File: config.mk
export PLATFORM = sky130hd
export DESIGN_NAME = uart_register_bridge_top_flat
export DESIGN_NICKNAME = d
export VERILOG_FILES = /design/src/design/uarb_pkg.sv /design/src/design/uarb_channels.sv /design/src/design/uart_register_bridge_top.sv /design/src/design/uarb_store.sv /design/src/flat_wrapper.sv
export SDC_FILE = /design/constraint.sdc
export NUM_CORES = 1
export LEC_CHECK = 0
export BUFFER_PORTS_ARGS = -buffer_cell sky130_fd_sc_hd__buf_2
export CORE_ASPECT_RATIO = 0.9
export CORE_UTILIZATION = 56
export CTS_CLUSTER_DIAMETER = 40
export DETAILED_ROUTE_END_ITERATION = 7
export GPL_ROUTABILITY_DRIVEN = 0
export PLACE_DENSITY = 0.75
export SLEW_MARGIN = 20
export SYNTH_ARGS = -nofsm -noshare
export SYNTH_HDL_FRONTEND = slang
export SYNTH_SLANG_ARGS = --single-unit
File: constraint.sdc
create_clock -name clk -period 3.51 [get_ports clk]
set_clock_uncertainty 0.15 [all_clocks]
set_input_delay 0.1755 -clock clk [delete_from_list [all_inputs] [get_ports clk]]
set_output_delay 0.1755 -clock clk [all_outputs]
set_load 0.03 [all_outputs]
File: src/design/uarb_pkg.sv
// Package: shared types and codes for the UART register bridge.
`timescale 1ns / 1ps

package uarb_pkg;

  // Event kinds on the input channel
  localparam logic [1:0] CMD_RX     = 2'd0;
  localparam logic [1:0] CMD_TXDONE = 2'd1;
  localparam logic [1:0] CMD_IRQ    = 2'd2;

  // Top two bits of a received command byte
  localparam logic [1:0] OP_WRITE = 2'b10;
  localparam logic [1:0] OP_READ  = 2'b01;

  // Bytes sent back over the link
  localparam logic [7:0] ECHO_WRITE = 8'h80;
  localparam logic [7:0] ECHO_READ  = 8'h40;
  localparam logic [7:0] NOTICE     = 8'h00;

  localparam int IDX_W         = 5;
  localparam int DEF_REG_COUNT = 32;

  typedef struct packed {
    logic             en;
    logic [IDX_W-1:0] idx;
    logic [7:0]       data;
  } store_wr_t;

endpackage

File: src/design/uarb_channels.sv
// Interfaces: input event channel and output byte channel.
`timescale 1ns / 1ps

interface uarb_in_if;
  logic       valid;
  logic       ready;
  logic [1:0] cmd;
  logic [7:0] rx_byte;

  modport source (output valid, output cmd, output rx_byte, input ready);
  modport sink   (input valid, input cmd, input rx_byte, output ready);
endinterface

interface uarb_out_if;
  logic       valid;
  logic       ready;
  logic       tx_valid;
  logic [7:0] tx_byte;

  modport source (output valid, output tx_valid, output tx_byte, input ready);
  modport sink   (input valid, input tx_valid, input tx_byte, output ready);
endinterface

File: src/design/uart_register_bridge_top.sv
// UART register bridge: command decode, transmit queueing and result register.
// Usage:
//   in_ch carries one event per transaction: cmd 0 is a received byte (rx_byte),
//   cmd 1 is transmit done, cmd 2 is an external interrupt; cmd 3 does nothing.
//   out_ch carries exactly one result per input transaction: tx_valid says a
//   byte (tx_byte) goes to the transmitter now; tx_byte is 0 when it does not.
//   Byte 10xaaaaa arms a write to register aaaaa, the next byte is stored and
//   0x80 echoed. Byte 01xaaaaa echoes 0x40, then the register follows on a
//   later transmit done. Echo beats read data beats the 0x00 interrupt notice.
// Result: registered, on out_ch in the cycle after the input transaction.
// Throughput: one transaction per cycle unless out_ch stalls; the decode and the
//   flag updates are a single pass of logic, and the store read data is kept
//   registered for the current index, so a new event is taken every cycle then.
// Stall: the result register holds while out_ch.ready is low; in_ch.ready
//   stays high as long as the result register is empty or being drained.
// Reset: synchronous; all flags clear, the transmitter is idle and every
//   store entry reads as zero at once (per-entry valid bits, no clear pass).
`timescale 1ns / 1ps

module uart_register_bridge_top #(
  parameter int REG_COUNT = uarb_pkg::DEF_REG_COUNT
) (
  input logic        clk,
  input logic        rst,
  uarb_in_if.sink    in_ch,
  uarb_out_if.source out_ch
);

  logic                       fire;
  logic [uarb_pkg::IDX_W-1:0] reg_index, reg_index_next;
  logic                       write_armed, write_armed_next;
  logic                       read_pending, read_pending_next;
  logic                       echo_pending, echo_pending_next;
  logic [7:0]                 echo_value, echo_value_next;
  logic                       notice_pending, notice_pending_next;
  logic                       tx_idle, tx_idle_next;
  logic                       o_valid;
  logic                       o_tx_valid, o_tx_valid_next;
  logic [7:0]                 o_tx_byte, o_tx_byte_next;
  logic                       echo_now;
  logic [7:0]                 echo_byte;
  logic [7:0]                 rd_data;
  logic                       rd_ok;
  uarb_pkg::store_wr_t        wr;

  assign in_ch.ready     = !o_valid || out_ch.ready;
  assign fire            = in_ch.valid && in_ch.ready;
  assign out_ch.valid    = o_valid;
  assign out_ch.tx_valid = o_tx_valid;
  assign out_ch.tx_byte  = o_tx_byte;

  uarb_store #(
    .REG_COUNT (REG_COUNT)
  ) u_store (
    .clk         (clk),
    .rst         (rst),
    .wr          (wr),
    .rd_idx_next (reg_index_next),
    .rd_data     (rd_data),
    .rd_ok       (rd_ok)
  );

  always_comb begin
    reg_index_next      = reg_index;
    write_armed_next    = write_armed;
    read_pending_next   = read_pending;
    echo_pending_next   = echo_pending;
    echo_value_next     = echo_value;
    notice_pending_next = notice_pending;
    tx_idle_next        = tx_idle;
    o_tx_valid_next     = 1'b0;
    o_tx_byte_next      = 8'h00;
    echo_now            = 1'b0;
    echo_byte           = uarb_pkg::ECHO_WRITE;
    wr.en               = 1'b0;
    wr.idx              = reg_index;
    wr.data             = in_ch.rx_byte;

    if (fire) begin
      case (in_ch.cmd)
        uarb_pkg::CMD_RX: begin
          if (write_armed) begin
            wr.en            = 1'b1;
            write_armed_next = 1'b0;
            echo_now         = 1'b1;
            echo_byte        = uarb_pkg::ECHO_WRITE;
          end else if (in_ch.rx_byte[7:6] == uarb_pkg::OP_WRITE) begin
            reg_index_next   = in_ch.rx_byte[uarb_pkg::IDX_W-1:0];
            write_armed_next = 1'b1;
          end else if (in_ch.rx_byte[7:6] == uarb_pkg::OP_READ) begin
            reg_index_next    = in_ch.rx_byte[uarb_pkg::IDX_W-1:0];
            read_pending_next = 1'b1;
            echo_now          = 1'b1;
            echo_byte         = uarb_pkg::ECHO_READ;
          end
        end
        uarb_pkg::CMD_TXDONE: begin
          if (echo_pending) begin
            echo_pending_next = 1'b0;
            o_tx_valid_next   = 1'b1;
            o_tx_byte_next    = echo_value;
          end else if (read_pending) begin
            read_pending_next = 1'b0;
            o_tx_valid_next   = 1'b1;
            o_tx_byte_next    = rd_ok ? rd_data : 8'h00;
          end else if (notice_pending) begin
            notice_pending_next = 1'b0;
            o_tx_valid_next     = 1'b1;
            o_tx_byte_next      = uarb_pkg::NOTICE;
          end else begin
            tx_idle_next = 1'b1;
          end
        end
        uarb_pkg::CMD_IRQ: begin
          if (!notice_pending) begin
            if (tx_idle) begin
              tx_idle_next    = 1'b0;
              o_tx_valid_next = 1'b1;
              o_tx_byte_next  = uarb_pkg::NOTICE;
            end else begin
              notice_pending_next = 1'b1;
            end
          end
        end
        default: begin
        end
      endcase

      // echo goes out now if the transmitter is idle, else it waits
      if (echo_now) begin
        if (tx_idle) begin
          tx_idle_next    = 1'b0;
          o_tx_valid_next = 1'b1;
          o_tx_byte_next  = echo_byte;
        end else begin
          echo_pending_next = 1'b1;
          echo_value_next   = echo_byte;
        end
      end
    end
  end

  always_ff @(posedge clk) begin
    if (rst) begin
      reg_index      <= '0;
      write_armed    <= 1'b0;
      read_pending   <= 1'b0;
      echo_pending   <= 1'b0;
      echo_value     <= 8'h00;
      notice_pending <= 1'b0;
      tx_idle        <= 1'b1;
      o_valid        <= 1'b0;
    end else begin
      reg_index      <= reg_index_next;
      write_armed    <= write_armed_next;
      read_pending   <= read_pending_next;
      echo_pending   <= echo_pending_next;
      echo_value     <= echo_value_next;
      notice_pending <= notice_pending_next;
      tx_idle        <= tx_idle_next;
      if (fire) begin
        o_valid <= 1'b1;
      end else if (out_ch.ready) begin
        o_valid <= 1'b0;
      end
    end
  end

  always_ff @(posedge clk) begin
    if (fire) begin
      o_tx_valid <= o_tx_valid_next;
      o_tx_byte  <= o_tx_byte_next;
    end
  end

  // anything queued means the transmitter is busy
  a_queue_busy: assert property (@(posedge clk) disable iff (rst)
    (echo_pending || read_pending || notice_pending) |-> !tx_idle)
    else $error("queued byte while transmitter idle");

  a_echo_first: assert property (@(posedge clk) disable iff (rst)
    (fire && in_ch.cmd == uarb_pkg::CMD_TXDONE && echo_pending)
    |=> (!echo_pending && o_valid && o_tx_valid && o_tx_byte == $past(echo_value)))
    else $error("queued echo not sent first on transmit done");

  a_idle_on_done: assert property (@(posedge clk) disable iff (rst)
    $rose(tx_idle) |-> $past(fire && in_ch.cmd == uarb_pkg::CMD_TXDONE))
    else $error("transmitter marked idle without transmit done");

  a_result_follows: assert property (@(posedge clk) disable iff (rst)
    fire |=> o_valid)
    else $error("accepted transaction left no result");

endmodule

File: src/design/uarb_store.sv
// Register store: cleared at reset by valid bits, one write and one registered read.
`timescale 1ns / 1ps

module uarb_store #(
  parameter int REG_COUNT = uarb_pkg::DEF_REG_COUNT
) (
  input  logic                      clk,
  input  logic                      rst,
  input  uarb_pkg::store_wr_t       wr,
  input  logic [uarb_pkg::IDX_W-1:0] rd_idx_next,
  output logic [7:0]                rd_data,
  output logic                      rd_ok
);

  localparam int ADDR_W = $clog2(REG_COUNT);

  logic [7:0]                      mem [REG_COUNT];
  logic [REG_COUNT-1:0]            valid;
  logic [ADDR_W+uarb_pkg::IDX_W-1:0] wr_ext;
  logic [ADDR_W+uarb_pkg::IDX_W-1:0] rd_ext;
  logic [ADDR_W-1:0]               wr_addr;
  logic [ADDR_W-1:0]               rd_addr;
  logic                            wr_in_range;
  logic                            rd_in_range;
  logic                            wr_hit;

  assign wr_ext      = {{ADDR_W{1'b0}}, wr.idx};
  assign rd_ext      = {{ADDR_W{1'b0}}, rd_idx_next};
  assign wr_addr     = wr_ext[ADDR_W-1:0];
  assign rd_addr     = rd_ext[ADDR_W-1:0];
  assign wr_in_range = 32'(wr.idx) < REG_COUNT;
  assign rd_in_range = 32'(rd_idx_next) < REG_COUNT;
  // writes past the end of the store are dropped
  assign wr_hit      = wr.en && wr_in_range;

  always_ff @(posedge clk) begin
    if (wr_hit) begin
      mem[wr_addr] <= wr.data;
    end
    // bypass a write to the entry being read
    if (wr_hit && wr.idx == rd_idx_next) begin
      rd_data <= wr.data;
    end else begin
      rd_data <= mem[rd_addr];
    end
  end

  always_ff @(posedge clk) begin
    if (rst) begin
      valid <= '0;
      rd_ok <= 1'b0;
    end else begin
      if (wr_hit) begin
        valid[wr_addr] <= 1'b1;
      end
      if (wr_hit && wr.idx == rd_idx_next) begin
        rd_ok <= 1'b1;
      end else begin
        rd_ok <= rd_in_range && valid[rd_addr];
      end
    end
  end

endmodule

File: src/flat_wrapper.sv
// flat-port wrapper written by rule: the top's interface ports become plain ports
module uart_register_bridge_top_flat 
#(
  parameter int REG_COUNT = uarb_pkg::DEF_REG_COUNT
)
  (clk, rst, in_ch_valid, in_ch_cmd, in_ch_rx_byte, in_ch_ready, out_ch_valid, out_ch_tx_valid, out_ch_tx_byte, out_ch_ready);
  uarb_in_if in_ch_i ();
  uarb_out_if out_ch_i ();
  input logic clk;
  input logic rst;
  input wire logic [$bits(in_ch_i.valid)-1:0] in_ch_valid;
  input wire logic [$bits(in_ch_i.cmd)-1:0] in_ch_cmd;
  input wire logic [$bits(in_ch_i.rx_byte)-1:0] in_ch_rx_byte;
  output wire logic [$bits(in_ch_i.ready)-1:0] in_ch_ready;
  output wire logic [$bits(out_ch_i.valid)-1:0] out_ch_valid;
  output wire logic [$bits(out_ch_i.tx_valid)-1:0] out_ch_tx_valid;
  output wire logic [$bits(out_ch_i.tx_byte)-1:0] out_ch_tx_byte;
  input wire logic [$bits(out_ch_i.ready)-1:0] out_ch_ready;
  assign in_ch_i.valid = in_ch_valid;
  assign in_ch_i.cmd = in_ch_cmd;
  assign in_ch_i.rx_byte = in_ch_rx_byte;
  assign in_ch_ready = in_ch_i.ready;
  assign out_ch_valid = out_ch_i.valid;
  assign out_ch_tx_valid = out_ch_i.tx_valid;
  assign out_ch_tx_byte = out_ch_i.tx_byte;
  assign out_ch_i.ready = out_ch_ready;
  uart_register_bridge_top #(.REG_COUNT(REG_COUNT)) u_core (.clk(clk), .rst(rst), .in_ch(in_ch_i), .out_ch(out_ch_i));
endmodule
Yosys cells after proc, flatten, opt, wreduce, memory -nomap -nowiden. Memory sizes are Yosys's and may differ from the RTL's. A register that Yosys moved wholly into a read port is not among the register bits. Cells that the tools add are included. Widths: inputs -> output; s select.

Register bits: 61. Memories kept: 1. Output and inout port bits: 11. Word-level logic and storage cells: 103. Input port bits: 14. Bits in writable memories: 256.

Reduce and logical (&&, ||, !) cells: 13. Magnitude comparators: 3. Equality and inequality tests: 10. Muxes and demuxes: 62. Bitwise gates (word level): 2.

Memory list: u_core.u_store.mem (depth 32, bits a word 8, rd ports 1, clocked after Yosys merged registers in 1, write ports 1, line uarb_store.sv:17) `logic [7:0] mem [REG_COUNT];`.

Operators by type and width (count): $mux 8 (10); $mux 1 (41); $or 32x32->32 (1); $mux 5 (5); $lt 5x6->1 const B (2); $ne 2x2->1 const B (4); $pmux 1 s2 (4); $reduce_and 6->1 (1); $reduce_bool 2->1 (3); $bmux 1 s5 (1); $demux 1 s5 (1); $eq 5x5->1 (1); $ge 5x1->1 const B (1); $eq 2x1->1 const B (2); $eq 2x2->1 const B (2); $reduce_and 4->1 (1); $logic_and 1x1->1 (3); $reduce_and 3->1 (1); $logic_not 2->1 (1); $ne 2x1->1 const B (1); $reduce_and 2->1 (1); $logic_not 1->1 (1); $logic_or 1x1->1 (1); $not 1->1 (1).

Longest topological paths before layout.
Depth in word-level cells: 9. Mapped depth: 12. Mapped depth without buffers: 10.

Cells and area by module. From an unflattened synthesis, not the netlist that was laid out.

Cells, all modules: 659. Area, all modules: 12350.6 sq um.

By module, submodules not included: uarb_store (times used 1, cells an instance 552, area an instance 11262.1 sq um); uart_register_bridge_top (times used 1, cells an instance 107, area an instance 1088.5 sq um).

Least setup slack after synthesis. Ideal clock, no wire load.

Kind: register -> register. From: reg with a tool-made name. To: reg u_core.o_tx_byte[0] (netlist: u_core.out_ch.tx_byte[0]), data pin. Data arrival time: 2.334 ns. Clock period less this slack: 2.744 ns. Buffers on the path: 3. Stages on the path, launching flop included: 8. Setup slack: 0.766 ns. Cells stage by stage: dfxtp_1 -> buf_2 -> buf_2 -> buf_2 -> mux4_2 -> mux4_2 -> mux2i_1 -> nor2_1.

RTL lines: end signal: assignment (line uart_register_bridge_top.sv:172) `o_tx_byte <= o_tx_byte_next;`; end: declaration (line uart_register_bridge_top.sv:39) `logic [7:0] o_tx_byte, o_tx_byte_next;`.

==> results.cfg <==
[layout]
n_antenna_cell = 0
drive_gt1_frac = 0.268
area_overhead_of_the_layout_relative_to_synthesis_pct = 15.4
layout.core_utilization = 0.661
num-nets-final = 791
layout.cell_area.non_filler_um2 = 14300
finalNonFillerCells = 1093

[synthesis]
ys_async_sr_fraction = 0
syn_area_per_cell_um2 = 17.5
netlist_top_cells_count = sky130_fd_sc_hd__edfxtp_1, sky130_fd_sc_hd__nor2_1, sky130_fd_sc_hd__mux4_2, sky130_fd_sc_hd__dfxtp_1, sky130_fd_sc_hd__nand2_1
netlist_top_cells_area = sky130_fd_sc_hd__edfxtp_1, sky130_fd_sc_hd__mux4_2, sky130_fd_sc_hd__dfxtp_1, sky130_fd_sc_hd__nor2_1, sky130_fd_sc_hd__a21oi_1
synth_mux_area_frac = 0.163
synth_adder_area_share = 0.00302
synth.cell_area_um2 = 12400
synth_nets = 726
yosys.cell_types.count = 46
synth_simple_gate_area_frac = 0.0621
synth-seq-cells = 316
yosys.cell_count.top_type = sky130_fd_sc_hd__edfxtp_1
dominant_combinational_cell_family_by_area_after_synthesis = multiplexers
synth_top_area_share = 0.640
synth_edf_count = 265
synth_compound_gate_area_share = 0.0341
ys_warn_count = 0
synth_xor_xnor_area_share = 0.000705
synth_cells = 709
synth.largest_area_cell = sky130_fd_sc_hd__edfxtp_1
top_flip_flop_cell_by_instance_count_after_synthesis = sky130_fd_sc_hd__edfxtp_1
synth_seq_area_share = 0.722

[placed_design]
dp_slack_ns = 0.587
io_buffer_count = 24
placedCellCount = 1022
cell_area_after_placement_um2 = 13000
dpl.hpwl_mm = 18.1

[worst_setup_path]
worst-r2r-setup-slack_ns = 0.56
crit_path_max_incr_delay_ns = 0.66
timing_worst_setup_path_type = flip-flop to flip-flop
cp.buffers_inverters = 1
max_fanout_on_critical_path = 25
arrival_ns = 3.05
setup.worst_path.end_class = flip-flop
family_with_the_most_delay_on_the_worst_path = multiplexers
path_depth = 6
start_kind = flip-flop
crit_path_cell_trace = buf_4 > mux4_2 > mux4_2 > mux2_2 > nand3_1 > a32oi_1
cp_common_cell = sky130_fd_sc_hd__mux4_2
crit_path_top_delay_cell = sky130_fd_sc_hd__dfxtp_4
worst_endpoint_required_time_ns = 3.61
reg2regPathDepth = 6

[route]
detail_route.first_pass.iterations = 5
post-route-drc-count = 0
viasPerCell = 6.29
route.antenna.remaining_nets = 0
detail_route.wl_per_cell_um = 26.0
first_iter_violations = 720
num_vias = 6877
routed_wl_mm = 28.4

[sta]
worst_pin_slew_ns = 1.09
period_share = 0.841
timing.final.hold_violations = 0
fin_setup_tns_ns = 0
timing.slew.headroom = 0.274
period_minus_slack_ns = 2.95
fmax_mhz = 339
finalMaxSlewViolations = 0
finalHoldWorstSlack_ns = 0.0537
timing.final.setup_violations = 0
unrepaired_setup_endpoints_after_global_routing = false
layout_setup_ws_ns = 0.558

[global_routing]
grt-ovfl-total = 0
grt_antenna_before_repair = 0
grt_usage = 0.259
grt_first_pass_wirelength_mm = 42.5
grt_max_degree = 48
grt_pass1_vias = 6922

[floorplanning]
die_width_um = 159
ports = 25
floorplan.die_area_um2 = 22800
num_rows = 51
core_um2 = 21700
initial_core_util = 0.573
dieHeight_um = 143

[clock_network]
cts.reportedPaths.clkPinSlew_ns = 0.06
cts.sinks = 316
clkLatencyLatePin_ns = 0.51
htree_levels = 2
cts_resized = 0
cts_tree = done
cts.repair_timing.setup_buffer_count = 0
cts-buffers-inserted = 37
clockRootBuffer = sky130_fd_sc_hd__clkbuf_16
cts-hold-fix-buffers = 4
max-clock-path-buffers = 3

[power]
vdd_ir_drop_max_mv = 0.418
cellPowerDensity_nw_per_um2 = 579
leakagePower_nw = 4.66
p_total_mw = 8.31

[run_status]
run_status = complete, no violations

[run]
maxCapViolations = 0

[hold_path]
timing.hold.worst.class = input port to flip-flop
timing.hold.worst_path_depth = 2
## routing by layer
layer,global-route usage,part of all wire
met1,0.350,0.39
met3,0.0597,0.090
met5,0,0
met4,0.0911,0.026
met2,0.420,0.49
## cells by family after synthesis
logic type / count (synthesis)
fa+ha+maj: 3
xor+xnor: 1
simple gates: 179
flops: 316
mux: 101
buf+inv: 45
compound gates: 64
## layout make-up
class	count	area, µm²
Timing Repair Buffer	61	408
Multi-Input combinational cell	348	3270
Clock inverter	21	220
Tap cell	291	364
Sequential cell	316	8980
Clock buffer	46	1060
Fill cell	1456	7350
Inverter	10	37.5
## cell usage in the layout, fill, tap and decap left out, types with 7 or more instances in the layout
cell	instances
sky130_fd_sc_hd__nor2_1	110
sky130_fd_sc_hd__mux2i_1	12
sky130_fd_sc_hd__a21boi_0	7
sky130_fd_sc_hd__buf_2	24
sky130_fd_sc_hd__nor2b_1	12
sky130_fd_sc_hd__clkbuf_16	41
sky130_fd_sc_hd__o21ai_0	8
sky130_fd_sc_hd__mux4_2	80
sky130_fd_sc_hd__inv_1	8
sky130_fd_sc_hd__mux2_2	9
sky130_fd_sc_hd__dfxtp_1	49
sky130_fd_sc_hd__edfxtp_1	265
sky130_fd_sc_hd__nand2_1	28
sky130_fd_sc_hd__a21oi_1	24
sky130_fd_sc_hd__buf_4	33
## worst paths after layout
| path | start | endpoint |
|---|---|---|
| setup / recovery | flip-flop | u_core.out_ch.tx_byte[7] |
| hold / removal | in_ch_rx_byte[6] | u_core.u_store.mem[6][6] |
| setup reg to reg | flip-flop | u_core.out_ch.tx_byte[7] |
| hold reg to reg | u_core.u_store.valid[27] | u_core.u_store.valid[27] |
## registers in the layout (all words and copies together), names as in the netlist, named ones only
name,count
u_core.echo_pending,1
u_core.echo_value,2
u_core.notice_pending,1
u_core.out_ch.tx_byte,8
u_core.out_ch.tx_valid,1
u_core.out_ch.valid,1
u_core.read_pending,1
u_core.reg_index,5
u_core.tx_idle,1
u_core.u_store.mem,256
u_core.u_store.rd_ok,1
u_core.u_store.valid,32
u_core.write_armed,1
## power breakdown
group          switching (mW)  internal [mW]  total [mW]
registers              0.0303           4.07        4.10
logic                   0.184          0.118       0.303
clock network            1.50           2.40        3.90
(Power assumes the default switching activity.)
